==> src/sv/gcmb_pkg.sv <==
`timescale 1ns / 1ps
package gcmb_pkg;
	localparam int REG_AXIS_A = 0;
	localparam int REG_AXIS_B = 1;
	localparam int REG_MIN_A = 2;
	localparam int REG_MIN_B = 3;
	localparam int REG_EXT_A = 4;
	localparam int REG_EXT_B = 5;
	localparam int REG_SIDE = 6;
	localparam int REG_PRIM = 7;
	localparam logic signed [31:0] EXTENT_FLOOR = 32'sd6;

	typedef enum logic [2:0] {
		ST_IDLE,
		ST_DIV_A,
		ST_DIV_B,
		ST_SEARCH,
		ST_OUT
	} state_t;

	typedef struct packed {
		logic start;
		logic busy;
		logic done;
	} div_ctl_t;
endpackage

==> src/sv/gcmb_cell_div.sv <==
`timescale 1ns / 1ps
// Restoring divider, one quotient bit per cycle: floor(d*side/ext), clamped.
module gcmb_cell_div import gcmb_pkg::*; #(
	parameter int SIDE_W = 7
) (
	input  logic                     clk,
	input  logic                     arst_n,
	input  logic                     start,
	input  logic signed [32:0]       d,
	input  logic signed [31:0]       ext,
	input  logic [SIDE_W-1:0]        side,
	output div_ctl_t                 ctl,
	output logic [SIDE_W-1:0]        quo_sat
);
	localparam int NUM_W = 33 + SIDE_W;
	localparam int CNT_W = $clog2(NUM_W + 1);

	logic [NUM_W-1:0] num_q;
	logic [NUM_W-1:0] quo_q;
	logic [32:0]      rem_q;
	logic [31:0]      den_q;
	logic [SIDE_W-1:0] lim_q;
	logic [CNT_W-1:0] cnt_q;
	logic             busy_q;
	logic             done_q;
	logic [33:0]      trial;
	logic [NUM_W-1:0] prod;

	assign prod = NUM_W'(d[31:0]) * NUM_W'(side);
	assign trial = {rem_q, num_q[NUM_W-1]} - {2'b00, den_q};

	// Shift one bit of the product through the remainder per cycle
	always_ff @(posedge clk or negedge arst_n) begin
		if (!arst_n) begin
			busy_q <= 1'b0;
			done_q <= 1'b0;
			cnt_q <= '0;
		end else begin
			done_q <= 1'b0;
			if (start) begin
				busy_q <= 1'b1;
				cnt_q <= CNT_W'(NUM_W);
			end else if (busy_q) begin
				cnt_q <= cnt_q - 1'b1;
				if (cnt_q == CNT_W'(1)) begin
					busy_q <= 1'b0;
					done_q <= 1'b1;
				end
			end
		end
	end

	always_ff @(posedge clk) begin
		if (start) begin
			num_q <= (d <= 0 || side <= SIDE_W'(1) || ext <= EXTENT_FLOOR) ? '0 : prod;
			den_q <= (ext <= EXTENT_FLOOR) ? 32'd1 : ext;
			lim_q <= (side == '0) ? '0 : side - 1'b1;
			rem_q <= '0;
			quo_q <= '0;
		end else if (busy_q) begin
			num_q <= {num_q[NUM_W-2:0], 1'b0};
			if (!trial[33]) begin
				rem_q <= trial[32:0];
				quo_q <= {quo_q[NUM_W-2:0], 1'b1};
			end else begin
				rem_q <= {rem_q[31:0], num_q[NUM_W-1]};
				quo_q <= {quo_q[NUM_W-2:0], 1'b0};
			end
		end
	end

	assign ctl.start = start;
	assign ctl.busy = busy_q;
	assign ctl.done = done_q;
	assign quo_sat = (quo_q > NUM_W'(lim_q)) ? lim_q : quo_q[SIDE_W-1:0];

	a_done_after_busy: assert property (@(posedge clk) disable iff (!arst_n)
		done_q |-> $past(busy_q)) else $error("done without busy");
	a_no_restart: assert property (@(posedge clk) disable iff (!arst_n)
		busy_q |-> !done_q) else $error("done while busy");
	a_cnt_live: assert property (@(posedge clk) disable iff (!arst_n)
		busy_q |-> cnt_q != '0) else $error("busy with zero count");
endmodule

==> config.mk <==
export PLATFORM = sky130hd
export DESIGN_NAME = gcmb_cell_div
export DESIGN_NICKNAME = d
export VERILOG_FILES = /design/src/sv/gcmb_pkg.sv /design/src/sv/gcmb_cell_div.sv
export SDC_FILE = /design/constraint.sdc
export NUM_CORES = 1
export LEC_CHECK = 0
export ABC_AREA = 1
export BUFFER_PORTS_ARGS = -buffer_cell sky130_fd_sc_hd__buf_2
export CAP_MARGIN = 5
export CELL_PAD_IN_SITES_DETAIL_PLACEMENT = 1
export CELL_PAD_IN_SITES_GLOBAL_PLACEMENT = 2
export CORE_MARGIN = 3
export CORE_UTILIZATION = 39
export DETAILED_ROUTE_END_ITERATION = 8
export HOLD_SLACK_MARGIN = 0.03
export PLACE_DENSITY = 0.84
export SLEW_MARGIN = 20
export SYNTH_ARGS = -nofsm -noshare
export SYNTH_HDL_FRONTEND = slang
export SYNTH_SLANG_ARGS = --single-unit
==> constraint.sdc <==
create_clock -name clk -period 5.5 [get_ports clk]
set_clock_uncertainty 0.05 [all_clocks]
set_input_delay 0.55 -clock clk [delete_from_list [all_inputs] [get_ports clk]]
set_output_delay 0.55 -clock clk [all_outputs]
set_load 0.005 [all_outputs]
# Yosys cells after proc, flatten, opt, wreduce, memory -nomap -nowiden
# Cells that the tools add are included.
[word_totals]
ff_bits = 160
in_bits = 75
out_inout_bits = 10
[classes]
n_addsub = 3
mul = 1
order_cmp = 4
eq_ne = 1
n_mux = 14
n_reduce_logical = 4
[ops]
columns = ["op", "n"]
rows = [
  ["2-to-1 mux 40 bit", 2],
  ["> comparator 40 x 7 -> 1 bit", 1],
  ["multiplier 32 x 7 -> 39 bit", 1],
  ["2-to-1 mux 39 bit", 1],
  ["subtractor 34 x 32 -> 34 bit", 1],
  ["less-or-equal comparator 33 x 1 -> 1 bit, second input constant", 1],
  ["2-to-1 mux 33 bit", 1],
  ["less-or-equal comparator 32 x 4 -> 1 bit, second input constant", 1],
  ["2-to-1 mux 6 bit", 2],
  ["less-or-equal comparator 7 x 1 -> 1 bit, second input constant", 1],
  ["logical NOT 7 bit", 1],
  ["2-to-1 mux 1 bit", 7],
  ["2-to-1 mux 7 bit", 1],
  ["subtractor 7 x 1 -> 7 bit, second input constant", 1],
  ["== test 6 x 1 -> 1 bit, second input constant", 1],
  ["subtractor 6 x 1 -> 6 bit, second input constant", 1],
  ["logical OR 1 bit", 2],
  ["nonzero test 2 bit", 1],
]

# Depth between registers and ports, before layout
[depth]
depth_word = 5
depth_mapped = 24
ltp_nobuf = 22

# Least setup slack after synthesis
# No wires, ideal clock.
[synth_timing]
path_type = "input port to flip-flop"
from = "input side[5]"
to = "register num_q[25] (data pin)"
setup_ns = 0.253
t_arrival_ns = 4.709
setup_slack_ns = 0.488
path_stages = 20
n_path_buf = 2
path_cell_list = "clkbuf_1 -> clkbuf_1 -> nand2_1 -> fa_1 -> fa_1 -> inv_1 -> fa_1 -> inv_1 -> fa_1 -> inv_1 -> ha_1 -> a21oi_1 -> o21ai_0 -> a21oi_1 -> o21ai_0 -> nand3_1 -> nand2_1 -> nand2_1 -> nand3_1 -> nand2_1"
[synth_via]
elab_chain_cells = 5
word_cells_on_any_way = 6
cone_classes = "1 x mul; 1 x order compare; 2 x mux; 2 x reduce/logical"
[synth_lines]
columns = ["element", "line", "rtl"]
rows = [
  ["start: declaration", "gcmb_cell_div.sv:11", "input logic [SIDE_W-1:0] side,"],
  ["branches (longest 3 deep; another with multiplier 32 x 7 -> 39 bit)", "n/a", ""],
  ["2-to-1 mux 39 bit *", "gcmb_cell_div.sv:55", "num_q <= (d <= 0 || side <= SIDE_W'(1) || ext <= EXTENT_FLOOR) ? '0 : prod;"],
  ["2-to-1 mux 40 bit *", "gcmb_cell_div.sv:54", "if (start) begin"],
  ["end signal: assignment", "gcmb_cell_div.sv:55", ""],
  ["end signal: assignment", "gcmb_cell_div.sv:61", "num_q <= {num_q[NUM_W-2:0], 1'b0};"],
  ["end: declaration", "gcmb_cell_div.sv:18", "logic [NUM_W-1:0] num_q;"],
]
# Every way passes the cells marked *.
# A chain may end at the register's enable or synchronous reset.

# Worst setup path after layout
[layout_timing]
from = "input side[4]"
to = "register num_q[26] (data pin)"
# Same word-level chain as after synthesis.

==> flow_summary.ini <==
[power]
power_frac_seq_pct = 23.4
vdd_drop_max_mv = 0.228
power.density_nw_per_um2 = 333
swShare_pct = 47.2
power_frac_comb_pct = 56.8
leakagePower_nw = 10.5
switchingPower_mw = 2.95
pwr-share-clk_pct = 19.8
power.internal_mw = 3.31

[cells_and_area]
syn2layout_area_growth_pct = 8.45
fillCellCount = 5695
final_util_pct = 43.2
num_antenna_cells = 0
fin_nets = 2850
drive_gt1_share_pct = 8.20
seqCellArea_um2 = 4030
multiInputGateArea_um2 = 10700
stdcell_area_um2 = 18800

[logic_synthesis]
synth-edff-count = 79
synthCells = 2495
synth_cell_types = 46
synth_area_leaders = fa_1 (17%), nand2_1 (16%), edfxtp_1 (14%), inv_1 (12%), dfxtp_1 (8.4%)
ys_seq_area_share_pct = 23.2
async_reset_ff_share_pct = 5.00
synth_nets = 2820
ys_ff_latch = 160
yosysTopAreaCell = fa_1
avgSynthCellArea_um2 = 6.96
synth_ff_type = edfxtp_1
synth_top_area_share_pct = 17.3
yosysWarnings = 0
netlist_area_um2 = 17400

[grt]
grt_pass1_vias = 16700
antenna_found_initial = 1
grt_pass1_wl_um = 86200
grt_max_degree = 43
track_usage_pct = 22.7
grt.overflow.total = 0

[floorplanning]
start_util_pct = 39.8
die_height_um = 217
io_pins = 85
core_area_um2 = 43600
die_area_um2 = 47100
die_width_um = 217
num_rows = 76

[clock_network]
clk_pin_slew_ns = 0.07
clock-sinks = 160
cts_max_path_buffers = 2
worstSkewPairLatency_ns = 0.46
tritoncts = done
cts_setup_buffers = 0
cts-root-buf = clkbuf_16
htree_levels = 4
cts_buffers = 17

[worst_setup_path]
end_kind = flip-flop
critPathMaxStageDelay_ns = 0.56
critPathKind = primary input to flip-flop
start_kind = primary input
worstPathRequired_ns = 5.67
cp_cell_sequence = buf_2 > nand2_1 > inv_1 > fa_1 > fa_1 > fa_1 > inv_1 > fa_1 > inv_1 > ha_1 > nand2_1 > o21ai_0 > a21oi_1 > o21ai_0 > nand3_1 > nand2_1 > nand2_1 > nand3_1 > nand2_1
cp_slowest_cell = fa_1
arrival_ns = 5.29
critPathMaxFanout = 26
crit_path_frequent_cell = nand2_1

[route]
drcViolationCount = 0
vias = 15400
viasPerCell = 4.92
drt_first_pass_iters = 4
ant_nets = 0
wl_per_cell_um = 16.5
wl_um = 51600
drt_iter0_drc = 565

[timing]
setup_viol = 0
grt_setup_unrepaired = no
fmax_mhz = 195
hold_viol = 0
slew_violations = 0
relSlewSlack_pct = 39.3
finalCriticalPeriod_ns = 5.12
worst_slew_pin_slew_ns = 0.910
period_share_pct = 93.2

[placement]
gp_congestion = 0.887
dp_hpwl_um = 41800
placed_area_um2 = 18200
io_buffers = 84

[outcome]
status = complete, no violations

[job]
maxCapViolations = 0

[hold_path]
hold_path_class = primary input to flip-flop
kinds of logic (layout without fill, tap and decap cells):
logic type,after synthesis,after routing,share of synthesized area (%)
compound gates,218,218,6.91
xor+xnor,25,25,1.26
fa+ha+maj,250,250,24.5
buf+inv,665,708,15.1
flops,160,160,23.2
other cells,1,1,0.0216
simple gates,1176,1176,28.9
metal layers:
metal | up-vias | share of wire, % | global-route usage (%)
met2 | 187 | 50 | 40.3
met5 | - | 0.025 | 0
li1 | 7621 | - | -
met4 | 2 | 1.9 | 6.04
met1 | 7491 | 46 | 29.5
met3 | 55 | 2.4 | 2.35
sequential cells by signal, indices dropped and copies added (netlist names):
| register | count |
|---|---|
| busy_q | 1 |
| num_q | 40 |
| quo_q | 40 |
| done_q | 1 |
| lim_q | 7 |
| rem_q | 33 |
| den_q | 32 |
| cnt_q | 6 |
stage by stage:
step	TNS [ns]	total power, mW	cells	worst slack, ns	hold WS [ns]
final	0	6.26	3123	0.377	0.321
after global routing	0	6.89	3123	0.0227	0.324
after CTS	0	6.32	3123	0.386	0.287
after detailed placement	-0.173	5.04	3090	-0.0909	0.368
after global placement	-0.121	4.98	3090	-0.0651	0.358
after floorplan	0	3.98	2495	0.488	0.204
final timing paths:
kind,startpoint,to,slack [ns],cells past startpoint
worst min-delay path,ext[0],den_q[0],0.32,2
min in group asynchronous,arst_n,cnt_q[3],0.46,2
worst min register to register,rem_q[9],rem_q[9],0.43,2
worst max-delay path,side[4],num_q[26],0.38,19
worst max register to register,den_q[8],rem_q[21],2.49,17
max in group asynchronous,arst_n,busy_q,4.76,2
power groups by stage:
stage	registers, mW	logic [mW]	clock network (mW)
6_report	1.46	3.56	1.24
5_1_grt	1.48	4.10	1.32
4_1_cts	1.46	3.57	1.28
3_5_place_dp	1.49	3.55	0
3_3_place_gp	1.48	3.49	0
2_1_floorplan	1.47	2.51	0
critical path, delay by kind of cell:
| kind | cells | cell delay [ns] |
|---|---|---|
| buf+inv | 4 | 0.65 |
| simple gates | 7 | 0.73 |
| compound gates | 3 | 0.89 |
| fa+ha+maj | 5 | 2.44 |
what timing repair did:
item	4_1_cts	5_1_grt
endpoints found under the setup margin	0	2
gates resized for setup	0	1
hold buffers	1	0
endpoints found under the hold margin	8	0
cells in the final DEF (no fill, tap or decap), types with 72 or more instances in the layout:
cell	netlist	final
nand2_1	745	745
inv_1	566	565
nor2_1	190	187
fa_1	150	150
nand3_1	104	104
ha_1	100	100
a21oi_1	85	85
buf_2	19	83
edfxtp_1	79	79
dfxtp_1	73	73
o21ai_0	72	72
cells in the mapped netlist, drive strengths merged, types with 2 or more instances:
cell type and count:
nand3 127, o21ai 73, fa 150, xnor2 20, edfxtp 79, a21oi 89, nor3 20, dfrtp 8
o31ai 2, nand3b 12, xor2 5, a31oi 3, nand4 35, or2 7, o21a 5, o22ai 40
dfxtp 73, nor2 194, inv 569, nor4 9, nand2 770, ha 100, o21bai 5, clkbuf 68
and3 2, buf 27
layout make-up:
| type | instances | share of cell area (%) |
|---|---|---|
| clock buffers | 17 | 2.26 |
| clock inverters | 15 | 0.991 |
| inverters | 570 | 11.4 |
| multi-input cells | 1670 | 56.9 |
| flip-flops and latches | 160 | 21.4 |
| well taps | 585 | 3.89 |
| repair buffers | 106 | 3.14 |
No activity file was read; power rests on OpenSTA's default activity.
